**src/design/gms_pkg.sv**
```systemverilog
// gms_pkg: shared types, codes and constants of the gait mode supervisor
// no dependencies
`default_nettype none

package gms_pkg;

    // gait modes
    localparam logic [2:0] MODE_STOP  = 3'd0;
    localparam logic [2:0] MODE_STAND = 3'd1;
    localparam logic [2:0] MODE_FWD   = 3'd2;
    localparam logic [2:0] MODE_BACK  = 3'd3;
    localparam logic [2:0] MODE_LEFT  = 3'd4;
    localparam logic [2:0] MODE_RIGHT = 3'd5;

    // item kinds
    localparam logic [1:0] OP_CMD   = 2'd0;
    localparam logic [1:0] OP_TICK  = 2'd1;
    localparam logic [1:0] OP_PAUSE = 2'd2;

    // balance requests
    localparam logic [1:0] BAL_NONE    = 2'd0;
    localparam logic [1:0] BAL_DISABLE = 2'd1;
    localparam logic [1:0] BAL_ENABLE  = 2'd2;

    // configuration register indexes
    localparam logic [1:0] REG_SLEW      = 2'd0;
    localparam logic [1:0] REG_TILT_LIM  = 2'd1;
    localparam logic [1:0] REG_TILT_HOLD = 2'd2;
    localparam logic [1:0] REG_STEP_RATE = 2'd3;

    localparam logic [15:0] RST_SLEW      = 16'd131;
    localparam logic [14:0] RST_TILT_LIM  = 15'd11520;
    localparam logic [15:0] RST_TILT_HOLD = 16'd2000;
    localparam logic [31:0] RST_STEP_RATE = 32'd8589935;

    localparam logic [15:0] COAST_LIMIT = 16'd1311;
    localparam logic [31:0] MAX_DT_MS   = 32'd500;
    localparam int          DT_W        = 9;

    localparam int MUL_A_W = 32;
    localparam int MUL_B_W = 16;
    localparam int MUL_P_W = MUL_A_W + MUL_B_W;

    localparam int S_DATA_W = 88;
    localparam int M_DATA_W = 48;

    function automatic logic mode_walks(input logic [2:0] m);
        return (m == MODE_FWD) || (m == MODE_BACK) || (m == MODE_LEFT) || (m == MODE_RIGHT);
    endfunction

    // magnitude of a signed q8.8 angle, -32768 gives 32768
    function automatic logic [16:0] abs_angle(input logic [15:0] v);
        logic [16:0] ext;
        ext = {v[15], v};
        return v[15] ? (17'd0 - ext) : ext;
    endfunction

endpackage

`default_nettype wire

```
**src/design/gait_mode_supervisor_core.sv**
```systemverilog
// a command, pause, ignored or stale tick passes exec and emit; a tick that slews the speed
// adds the slew state, in a walking mode also sdist, ph_lo and ph_hi, set by passes through
// the shared 32x16 multiplier (slew limit, then speed*dt and two halves of the phase advance).
// one item at a time, taken again once the last result is loaded; a result-side stall delays that.
// synchronous active-low reset puts the block in stop mode, zero speed and phase, no
// fault, configuration at its default values
`default_nettype none

module gait_mode_supervisor_core (
    input  wire logic                          aclk,
    input  wire logic                          aresetn,
    // configuration write port
    input  wire logic                          cfg_we,
    input  wire logic [1:0]                    cfg_addr,
    input  wire logic [31:0]                   cfg_wdata,
    // input items
    input  wire logic                          s_tvalid,
    output logic                               s_tready,
    // new_mode[2:0], cmd_speed[18:3], time_ms[50:19], pitch[66:51], roll[82:67],
    // servos_ready[83], balance_active[84], zero pad[87:85]
    input  wire logic [gms_pkg::S_DATA_W-1:0]  s_tdata,
    // operation[1:0]
    input  wire logic [1:0]                    s_tuser,
    // result items
    output logic                               m_tvalid,
    input  wire logic                          m_tready,
    // mode[2:0], speed[18:3], phase[34:19], fault[35], bal_reset[36],
    // balance_request[38:37], motion_step[39], paused[40], zero pad[47:41]
    output logic      [gms_pkg::M_DATA_W-1:0]  m_tdata
);

    localparam int DT_W = gms_pkg::DT_W;

    typedef enum logic [2:0] {
        ST_IDLE, ST_EXEC, ST_SLEW, ST_SDIST, ST_PH_LO, ST_PH_HI, ST_EMIT
    } state_t;

    state_t state_reg, state_next;

    // configuration
    logic [15:0] slew_reg;
    logic [14:0] tilt_lim_reg;
    logic [15:0] hold_reg;
    logic [31:0] step_rate_reg;

    // supervisor state
    logic [2:0]  cur_mode_reg, cur_mode_next;
    logic [15:0] target_reg, target_next;
    logic [15:0] applied_reg, applied_next;
    logic        paused_reg, paused_next;
    logic [2:0]  def_mode_reg, def_mode_next;
    logic [15:0] def_speed_reg, def_speed_next;
    logic        has_def_reg, has_def_next;
    logic [31:0] phase_reg, phase_next;
    logic [31:0] last_tick_reg, last_tick_next;
    logic        fault_reg, fault_next;
    logic [31:0] fault_start_reg, fault_start_next;
    logic        bbf_reg, bbf_next;

    // per-item flags and working values
    logic           pulse_reg, pulse_next;
    logic [1:0]     req_reg, req_next;
    logic           motion_reg, motion_next;
    logic [DT_W-1:0] dt_reg, dt_next;
    logic [8:0]     sd_hi_reg, sd_hi_next;
    logic           m_tvalid_reg, m_tvalid_next;

    // latched item
    logic [1:0]  op_reg;
    logic [2:0]  nmode_reg;
    logic [15:0] nspeed_reg;
    logic [31:0] time_reg;
    logic [15:0] pitch_reg, roll_reg;
    logic        servo_reg, bal_reg;
    logic [gms_pkg::M_DATA_W-1:0] m_tdata_reg;

    logic [gms_pkg::MUL_A_W-1:0] mul_a;
    logic [gms_pkg::MUL_B_W-1:0] mul_b;
    logic [gms_pkg::MUL_P_W-1:0] prod;

    logic s_accept, emit_load;

    assign s_tready  = (state_reg == ST_IDLE);
    assign s_accept  = s_tvalid && s_tready;
    assign emit_load = (state_reg == ST_EMIT) && (!m_tvalid_reg || m_tready);
    assign m_tvalid  = m_tvalid_reg;
    assign m_tdata   = m_tdata_reg;

    gms_mul u_mul (
        .aclk (aclk),
        .op_a (mul_a),
        .op_b (mul_b),
        .prod (prod)
    );

    always_comb begin
        logic [31:0] dt32;
        logic        tilt;
        logic        fault_v;
        logic [15:0] gap;
        logic [15:0] step;
        logic [15:0] app_v;
        logic [2:0]  mode_v;
        logic [24:0] lim;

        dt32 = time_reg - last_tick_reg;
        tilt = (gms_pkg::abs_angle(pitch_reg) > {2'b00, tilt_lim_reg})
            || (gms_pkg::abs_angle(roll_reg) > {2'b00, tilt_lim_reg});
        fault_v = fault_reg;
        gap  = '0;
        step = '0;
        app_v = applied_reg;
        mode_v = cur_mode_reg;
        lim = prod[24:0];

        state_next       = state_reg;
        cur_mode_next    = cur_mode_reg;
        target_next      = target_reg;
        applied_next     = applied_reg;
        paused_next      = paused_reg;
        def_mode_next    = def_mode_reg;
        def_speed_next   = def_speed_reg;
        has_def_next     = has_def_reg;
        phase_next       = phase_reg;
        last_tick_next   = last_tick_reg;
        fault_next       = fault_reg;
        fault_start_next = fault_start_reg;
        bbf_next         = bbf_reg;
        pulse_next       = pulse_reg;
        req_next         = req_reg;
        motion_next      = motion_reg;
        dt_next          = dt_reg;
        sd_hi_next       = sd_hi_reg;
        m_tvalid_next    = m_tvalid_reg && !m_tready;
        mul_a            = '0;
        mul_b            = '0;

        case (state_reg)
            ST_IDLE: begin
                if (s_accept) begin
                    state_next = ST_EXEC;
                end
            end
            ST_EXEC: begin
                pulse_next  = 1'b0;
                req_next    = gms_pkg::BAL_NONE;
                motion_next = 1'b0;
                state_next  = ST_EMIT;
                if (op_reg == gms_pkg::OP_CMD) begin
                    if (nmode_reg <= gms_pkg::MODE_RIGHT) begin
                        paused_next = 1'b0;
                        if (nmode_reg == gms_pkg::MODE_STOP
                            || nmode_reg == gms_pkg::MODE_STAND) begin
                            has_def_next  = 1'b0;
                            target_next   = '0;
                            pulse_next    = (cur_mode_reg != nmode_reg);
                            cur_mode_next = nmode_reg;
                        end else if (gms_pkg::mode_walks(cur_mode_reg)
                            && ((cur_mode_reg == gms_pkg::MODE_BACK)
                                != (nmode_reg == gms_pkg::MODE_BACK))) begin
                            // reversal waits until the speed coasts down
                            def_mode_next  = nmode_reg;
                            def_speed_next = nspeed_reg;
                            has_def_next   = 1'b1;
                            target_next    = '0;
                        end else begin
                            has_def_next  = 1'b0;
                            target_next   = nspeed_reg;
                            pulse_next    = (cur_mode_reg != nmode_reg);
                            cur_mode_next = nmode_reg;
                        end
                    end
                end else if (op_reg == gms_pkg::OP_PAUSE) begin
                    paused_next = 1'b1;
                end else if (op_reg == gms_pkg::OP_TICK && servo_reg && !paused_reg) begin
                    last_tick_next = time_reg;
                    if (tilt && !fault_reg) begin
                        fault_v          = 1'b1;
                        fault_start_next = time_reg;
                        bbf_next         = bal_reg;
                        req_next         = gms_pkg::BAL_DISABLE;
                        pulse_next       = 1'b1;
                    end else if (!tilt && fault_reg
                        && ((time_reg - fault_start_reg) >= {16'd0, hold_reg})) begin
                        fault_v  = 1'b0;
                        req_next = bbf_reg ? gms_pkg::BAL_ENABLE : gms_pkg::BAL_NONE;
                        bbf_next = 1'b0;
                    end
                    fault_next = fault_v;
                    if ((tilt || fault_v) && gms_pkg::mode_walks(cur_mode_reg)) begin
                        has_def_next  = 1'b0;
                        target_next   = '0;
                        pulse_next    = 1'b1;
                        cur_mode_next = gms_pkg::MODE_STOP;
                    end
                    if (dt32 != 32'd0 && dt32 <= gms_pkg::MAX_DT_MS) begin
                        motion_next = 1'b1;
                        dt_next     = dt32[DT_W-1:0];
                        mul_a       = {16'd0, slew_reg};
                        mul_b       = {{(16-DT_W){1'b0}}, dt32[DT_W-1:0]};
                        state_next  = ST_SLEW;
                    end
                end
            end
            ST_SLEW: begin
                // step toward target, limited by slew * dt
                if (target_reg >= applied_reg) begin
                    gap   = target_reg - applied_reg;
                    step  = ({9'd0, gap} > lim) ? lim[15:0] : gap;
                    app_v = applied_reg + step;
                end else begin
                    gap   = applied_reg - target_reg;
                    step  = ({9'd0, gap} > lim) ? lim[15:0] : gap;
                    app_v = applied_reg - step;
                end
                applied_next = app_v;
                if (has_def_reg && app_v < gms_pkg::COAST_LIMIT) begin
                    pulse_next   = 1'b1;
                    mode_v       = def_mode_reg;
                    target_next  = def_speed_reg;
                    has_def_next = 1'b0;
                end
                cur_mode_next = mode_v;
                if (gms_pkg::mode_walks(mode_v)) begin
                    mul_a      = {16'd0, app_v};
                    mul_b      = {{(16-DT_W){1'b0}}, dt_reg};
                    state_next = ST_SDIST;
                end else begin
                    state_next = ST_EMIT;
                end
            end
            ST_SDIST: begin
                // speed * dt is 25 bits: low half now, high bits next
                sd_hi_next = prod[24:16];
                mul_a      = step_rate_reg;
                mul_b      = prod[15:0];
                state_next = ST_PH_LO;
            end
            ST_PH_LO: begin
                phase_next = phase_reg + prod[47:16];
                mul_a      = step_rate_reg;
                mul_b      = {7'd0, sd_hi_reg};
                state_next = ST_PH_HI;
            end
            ST_PH_HI: begin
                phase_next = phase_reg + prod[31:0];
                state_next = ST_EMIT;
            end
            ST_EMIT: begin
                if (emit_load) begin
                    m_tvalid_next = 1'b1;
                    state_next    = ST_IDLE;
                end
            end
            default: begin
                state_next = ST_IDLE;
            end
        endcase
    end

    always_ff @(posedge aclk) begin
        if (!aresetn) begin
            state_reg       <= ST_IDLE;
            cur_mode_reg    <= gms_pkg::MODE_STOP;
            target_reg      <= '0;
            applied_reg     <= '0;
            paused_reg      <= 1'b0;
            def_mode_reg    <= gms_pkg::MODE_STOP;
            def_speed_reg   <= '0;
            has_def_reg     <= 1'b0;
            phase_reg       <= '0;
            last_tick_reg   <= '0;
            fault_reg       <= 1'b0;
            fault_start_reg <= '0;
            bbf_reg         <= 1'b0;
            pulse_reg       <= 1'b0;
            req_reg         <= gms_pkg::BAL_NONE;
            motion_reg      <= 1'b0;
            m_tvalid_reg    <= 1'b0;
        end else begin
            state_reg       <= state_next;
            cur_mode_reg    <= cur_mode_next;
            target_reg      <= target_next;
            applied_reg     <= applied_next;
            paused_reg      <= paused_next;
            def_mode_reg    <= def_mode_next;
            def_speed_reg   <= def_speed_next;
            has_def_reg     <= has_def_next;
            phase_reg       <= phase_next;
            last_tick_reg   <= last_tick_next;
            fault_reg       <= fault_next;
            fault_start_reg <= fault_start_next;
            bbf_reg         <= bbf_next;
            pulse_reg       <= pulse_next;
            req_reg         <= req_next;
            motion_reg      <= motion_next;
            m_tvalid_reg    <= m_tvalid_next;
        end
    end

    // payload registers
    always_ff @(posedge aclk) begin
        dt_reg    <= dt_next;
        sd_hi_reg <= sd_hi_next;
        if (s_accept) begin
            op_reg     <= s_tuser;
            nmode_reg  <= s_tdata[2:0];
            nspeed_reg <= s_tdata[18:3];
            time_reg   <= s_tdata[50:19];
            pitch_reg  <= s_tdata[66:51];
            roll_reg   <= s_tdata[82:67];
            servo_reg  <= s_tdata[83];
            bal_reg    <= s_tdata[84];
        end
        if (emit_load) begin
            m_tdata_reg <= {7'd0, paused_reg, motion_reg, req_reg, pulse_reg, fault_reg,
                            phase_reg[31:16], applied_reg, cur_mode_reg};
        end
    end

    always_ff @(posedge aclk) begin
        if (!aresetn) begin
            slew_reg      <= gms_pkg::RST_SLEW;
            tilt_lim_reg  <= gms_pkg::RST_TILT_LIM;
            hold_reg      <= gms_pkg::RST_TILT_HOLD;
            step_rate_reg <= gms_pkg::RST_STEP_RATE;
        end else if (cfg_we) begin
            case (cfg_addr)
                gms_pkg::REG_SLEW:      slew_reg      <= cfg_wdata[15:0];
                gms_pkg::REG_TILT_LIM:  tilt_lim_reg  <= cfg_wdata[14:0];
                gms_pkg::REG_TILT_HOLD: hold_reg      <= cfg_wdata[15:0];
                gms_pkg::REG_STEP_RATE: step_rate_reg <= cfg_wdata;
                default: begin
                end
            endcase
        end
    end

endmodule

`default_nettype wire

```
**src/design/gms_mul.sv**
```systemverilog
// gms_mul: shared 32 x 16 unsigned multiplier with registered product
// depends on gms_pkg for operand widths
`default_nettype none

module gms_mul (
    input  wire logic                         aclk,
    input  wire logic [gms_pkg::MUL_A_W-1:0]  op_a,
    input  wire logic [gms_pkg::MUL_B_W-1:0]  op_b,
    output logic      [gms_pkg::MUL_P_W-1:0]  prod
);

    logic [gms_pkg::MUL_P_W-1:0] prod_reg;

    always_ff @(posedge aclk) begin
        prod_reg <= gms_pkg::MUL_P_W'(op_a) * gms_pkg::MUL_P_W'(op_b);
    end

    assign prod = prod_reg;

endmodule

`default_nettype wire

```
**config.mk**
```make
export PLATFORM = sky130hd
export DESIGN_NAME = gait_mode_supervisor_core
export DESIGN_NICKNAME = d
export VERILOG_FILES = /design/src/design/gms_pkg.sv /design/src/design/gait_mode_supervisor_core.sv /design/src/design/gms_mul.sv
export SDC_FILE = /design/constraint.sdc
export NUM_CORES = 2
export LEC_CHECK = 0
export ABC_CLOCK_PERIOD_IN_PS = 45600
export BUFFER_PORTS_ARGS = -buffer_cell sky130_fd_sc_hd__buf_4
export CAP_MARGIN = 20
export CORE_MARGIN = 2
export CORE_UTILIZATION = 45
export DETAILED_ROUTE_END_ITERATION = 7
export MAX_ROUTING_LAYER = met4
export PLACE_DENSITY = 0.69
export REMOVE_ABC_BUFFERS = 1
export SETUP_SLACK_MARGIN = 0.3
export SLEW_MARGIN = 5
export SYNTH_ARGS = -nofsm -noshare
export SYNTH_HDL_FRONTEND = slang
export SYNTH_SLANG_ARGS = --single-unit
```
**constraint.sdc**
```tcl
create_clock -name aclk -period 45.6 [get_ports aclk]
set_input_delay 2.28 -clock aclk [delete_from_list [all_inputs] [get_ports aclk]]
set_output_delay 2.28 -clock aclk [all_outputs]
set_load 0.01 [all_outputs]
```
### Word-level counts from Yosys, hierarchy flattened

Cells that the tools add are included.

* register bits: 435
* bits of input ports: 129
* output and inout port bits: 50
* logic and storage cells: 227

* $add $sub $neg: 10
* multipliers: 1
* magnitude comparators: 9
* equality and inequality tests: 32
* mux-type cells: 88
* bitwise operators: 3
* reductions and logical operators: 51

Operators by type and width (number)
* 2-to-1 mux 16 bit: 17
* case mux 32 bit (3 select lines): 1
* adder 32 bit: 2
* case mux 16 bit (4 select lines): 1
* case mux 32 bit (2 select lines): 1
* subtractor 32 bit: 2
* > comparator 16 x 25 -> 1 bit: 2
* multiplier 32 x 16 -> 48 bit: 1
* 2-to-1 mux 3 bit: 16
* subtractor 16 bit: 3
* 2-to-1 mux 9 bit: 5
* > comparator 17 x 15 -> 1 bit: 2
* 2-to-1 mux 1 bit: 34
* 2-to-1 mux 17 bit: 2
* subtractor 1 x 16 -> 17 bit, first input constant: 2
* >= comparator 32 x 16 -> 1 bit: 1
* less-or-equal comparator 32 x 9 -> 1 bit, second input constant: 1
* case mux 16 bit (2 select lines): 1
* nonzero test 32 bit: 1
* equality test 3 x 2 -> 1 bit, second input constant: 7
* equality test 3 bit, second input constant: 7
* case mux 3 bit (7 select lines): 1
* AND reduction 5 bit: 4
* adder 16 bit: 1
* 27 further kinds: 79

### Longest topological paths before layout

* depth in word-level cells: 20
* gate-level depth with buffers: 68
* depth with buffers taken out: 62

### By module

Synthesis repeated with hierarchy kept, for this count alone.

* cell total of the unflattened synthesis: 4939
* area total of the unflattened synthesis: 42499.5 um2

By module, submodules not included
* gait_mode_supervisor_core: times used 1, cells each 3030, area an instance 25494.5 um2, seq. area each 9208.8 um2
* gms_mul: times used 1, cells each 1909, area an instance 17005.1 um2, seq. area each 960.9 um2

### Worst setup path before layout

Ideal clock, no wire load.

* path type: reg-to-reg
* start: register applied_reg[0]
* end: register u_mul.prod_reg (netlist bit u_mul.prod[47])
* arrival time: 14201 ps
* data required time: 45528 ps
* slack: 31327 ps
* stages on the path, launching flop included: 64
* path buffers: 7
* cell sequence: dfxtp_1 inv_1 ha_1 fa_1 nand2b_1 a21oi_1 o21ai_1 a21oi_1 xor2_1 ha_1 and3_1 a221oi_1 o21ai_0 a32oi_1 clkbuf_8 clkbuf_1 clkbuf_1 clkbuf_1 [28 not listed] fa_1 fa_1 inv_1 fa_1 inv_1 ha_1 and3_1 and4_1 a21o_1 a31o_2 a2111oi_0 a21oi_1 a31oi_1 o311ai_0 a31oi_1 o21ai_0 a21oi_1 xnor2_1

* cells in the longest elaborated chain, start to end: 17
* elaborated cells on any way between the ends: 27
* classes of those cells: add/sub: 4; mul: 1; order compare: 4; eq/ne: 4; mux: 10; reduce/logical: 4

RTL lines
* start, declared: line gait_mode_supervisor_core.sv:49 `logic [15:0] applied_reg, applied_next;`
* start signal, assigned: line gait_mode_supervisor_core.sv:284 `applied_reg <= applied_next;`
* subtractor 16 bit (on tied branches): line gait_mode_supervisor_core.sv:212, gait_mode_supervisor_core.sv:208
* > comparator 16 x 25 -> 1 bit (on tied branches): line gait_mode_supervisor_core.sv:213, gait_mode_supervisor_core.sv:209
* 2-to-1 mux 16 bit (on tied branches): line gait_mode_supervisor_core.sv:213, gait_mode_supervisor_core.sv:209
* subtractor 16 bit or adder 16 bit (tied branches): line gait_mode_supervisor_core.sv:214, gait_mode_supervisor_core.sv:210
* 2-to-1 mux 16 bit (*): line gait_mode_supervisor_core.sv:207 `if (target_reg >= applied_reg) begin`
* 2-to-1 mux 16 bit (*): line gait_mode_supervisor_core.sv:138 `case (state_reg)`
* < comparator 16 x 11 -> 1 bit: line gait_mode_supervisor_core.sv:217 `if (has_def_reg && app_v < gms_pkg::COAST_LIMIT) begin`
* logical AND 1 bit: line gait_mode_supervisor_core.sv:217
* 2-to-1 mux 3 bit: line gait_mode_supervisor_core.sv:217
* 2-to-1 mux 3 bit: line gait_mode_supervisor_core.sv:138
* equality test 3 x 2 -> 1 bit: line gms_pkg.sv:48 `return (m == MODE_FWD) || (m == MODE_BACK) || (m == MODE_LEFT) || (m == MODE_RIGHT);`
* logical OR 1 bit (3 in a row): line gms_pkg.sv:48
* 2-to-1 mux 9 bit or 2-to-1 mux 16 bit (tied branches): line gait_mode_supervisor_core.sv:224 `if (gms_pkg::mode_walks(mode_v)) begin`
* case mux 16 bit (4 select lines) or case mux 32 bit (3 select lines) (tied branches): line gait_mode_supervisor_core.sv:138
* multiplier 32 x 16 -> 48 bit (*): line gms_mul.sv:15 `prod_reg <= gms_pkg::MUL_P_W'(op_a) * gms_pkg::MUL_P_W'(op_b);`
* end signal, assigned: line gms_mul.sv:15
* end, declared: line gms_mul.sv:12 `logic [gms_pkg::MUL_P_W-1:0] prod_reg;`

Every way passes the cells marked *; elsewhere a longest branch is shown, timed or not. The select of a mux whose other input is x is not followed.
A chain may end at the register's enable or synchronous reset.

### Final worst setup path

Same ends and word-level chain as after synthesis.

==> out/results.ini <==
[run]
maxCapViolations = 0

[min_path]
min_from = req_reg[0]$_SDFFE_PN0P_
hold_class = flip-flop to flip-flop

[synthesis]
synthTopCellsByCount = inv_1 (698), nand2_1 (606), a21oi_1 (465)
yosysSeqAreaShare_pct = 23.04
syn_avg_cell_area_um2 = 8.602
synth.ff_latch_count = 435
yosysTopAreaCellShare_pct = 19.23
synthArstFlopShare_pct = 0
yosys.cell_types.count = 117
ys_warn_count = 0
synth_top_cell_by_area = fa_1
yosys_most_used_dff = dfxtp_1
synthTopCellsByArea = fa_1 (19%), dfxtp_1 (13%), edfxtp_1 (9.9%), ha_1 (9.7%), inv_1 (5.9%)
postSynthCellCount = 5131
syn_area_mm2 = 0.04414
synth_edf_count = 146
yosysMostFrequentCell = inv_1

[timing]
hold_violations = 0
finalClockSkew_ps = 61.87
fin_setup_tns_ps = 0
period_share_pct = 36.01
rsz0062_at_grt = false
timing.fmax_mhz = 60.89
period_minus_slack_ps = 16420
drv_slew = 0
tightest_slew_ps = 1255
max-slew-margin-rel_pct = 16.33
setup_viol = 0

[die]
die_area_mm2 = 0.1006
die_w_um = 317.2
core_mm2 = 0.09699
pin_count = 179
start_util_pct = 45.50
die_y_um = 317.2
row_count = 114

[final_layout]
fillers = 9214
largest_reg_flops = 48
drive_gt1_share_pct = 8.452
fin_util_pct = 49.52
design_area_mm2 = 0.04803
layout.nets = 6059
syn_to_final_growth_pct = 8.822

[power_and_ir_drop]
power_mw = 2.628
irDropWorstVdd_mv = 0.1074
leakage_nw = 20.37
p_per_area_mw_per_mm2 = 54.72

[cts]
clk_latency_ps = 650
cts_htree_levels = 2
clk_root_buffer_cell = clkbuf_16
cts_tree = yes
cts.sinks = 435
cts_buffers = 49
clockBufferDepth = 3
post_cts_buffers = 0
postCtsResizedCells = 0
hold_buffers = 0
clkSlewWorstSetupHoldPaths_ps = 60

[detailed_routing]
drc = 0
drt_iter0_drc = 3178
vias = 37150
first_pass_iters = 7
ant_nets = 0
postRouteWirelength_um = 130900
viasPerCell = 5.729
wl_per_cell_um = 20.19

[critical_path]
endpoint_kind = flip-flop
cp.arrival_ps = 16950
slowest_delay_ps = 910
r2r_start = applied_reg[0]$_SDFFE_PN0P_
crit_start = applied_reg[0]$_SDFFE_PN0P_
cp.required_ps = 46120
crit_fanout = 40
crit_slowest_cell = nor2_1
critPathLaunchType = flip-flop
path_class = flip-flop to flip-flop
r2r_slack_ps = 29180

[place]
dp_hpwl_um = 100900
io_buffers = 168
placedInstanceArea_mm2 = 0.04639
place.gp.congestion = 0.9697

[run_status]
status = finished clean

[global_route]
grt.overflow.total = 0
grt_pass1_wl_um = 206800
grt_start_max_net_pins = 94
antenna_found_initial = 2
grt_use_total_pct = 26.88
grt_pass1_vias = 36900

-- cell type report --
cell class	count	area [um2]	share of cell area, %
Clock buffer	67	1391	2.897
Timing Repair Buffer	232	1739	3.621
Antenna cell	2	5.005	0.01042
Inverter	699	2629	5.473
Sequential cell	435	10170	21.17
Clock inverter	25	234.0	0.4871
Tap cell	1276	1597	3.324
Multi-Input combinational cell	3748	30270	63.01
-- power breakdown --
| group | internal, mW | switching [mW] |
|---|---|---|
| logic | 0.657 | 1.10 |
| registers | 0.435 | 0.0356 |
| clock network | 0.224 | 0.176 |
| total | 1.31 | 1.31 |
-- path summary, 6_finish.rpt --
| kind | end | depth (start not counted) |
|---|---|---|
| worst max-delay path | u_mul.prod[47]$_DFF_P_ | 58 |
| worst min-delay path | m_tdata[37]$_DFFE_PP_ | 0 |
| worst max register to register | u_mul.prod[47]$_DFF_P_ | 58 |
| worst min register to register | m_tdata[37]$_DFFE_PP_ | 0 |
-- through the flow --
| stage | std cells | worst slack, ps | hold slack (ps) |
|---|---|---|---|
| CTS | 6481 | 29320 | 430.9 |
| detailed placement | 6389 | 29450 | 416.0 |
| global route | 6484 | 27920 | 446.0 |
| global placement | 6389 | 29490 | 413.3 |
| finish | 6484 | 29180 | 429.7 |
| floorplan | 4882 | 30080 | 408.1 |
-- cell families (layout without fill, tap and decap cells) --
group	after synthesis	count (layout)	share of synthesized area (%)
flip-flops	435	435	23.04
adder cells (fa/ha/maj)	765	765	28.90
XOR/XNOR	191	191	3.841
multiplexers	78	78	1.834
AO/OA/AOI/OAI	1357	1357	19.41
other	1	9	0.008496
buffers and inverters	954	1023	8.777
AND/OR/NAND/NOR	1350	1350	14.19
-- cells in the final DEF (no fill, tap or decap), types with 55 or more instances in the layout --
cell type / Yosys / final
mux2i_1: 55 / 55
a22oi_1: 66 / 66
a21o_1: 86 / 86
xnor2_1: 130 / 130
ha_1: 341 / 341
xor2_1: 58 / 58
buf_4: 16 / 231
and2_1: 89 / 88
edfxtp_1: 146 / 146
nor3_1: 76 / 68
nand3_1: 65 / 65
fa_1: 424 / 424
inv_1: 698 / 698
nand2_1: 606 / 606
dfxtp_1: 289 / 289
nor2_1: 264 / 261
a21oi_1: 465 / 463
o21ai_0: 325 / 325
-- metal layers --
layer	share of wire, %	global-route usage, %
met5	0	-
met4	3.3	8.845
met3	8.4	6.085
met2	45	42.00
met1	43	34.51
-- critical path, delay by kind of cell, from the launching register on --
| family | cells | cell delay, ps |
|---|---|---|
| simple gates | 10 | 2610 |
| xor+xnor | 3 | 630 |
| compound gates | 24 | 6670 |
| flops | 1 | 410 |
| fa+ha+maj | 12 | 5030 |
| mux | 1 | 80 |
| buf+inv | 8 | 820 |
(Power assumes the default switching activity.)
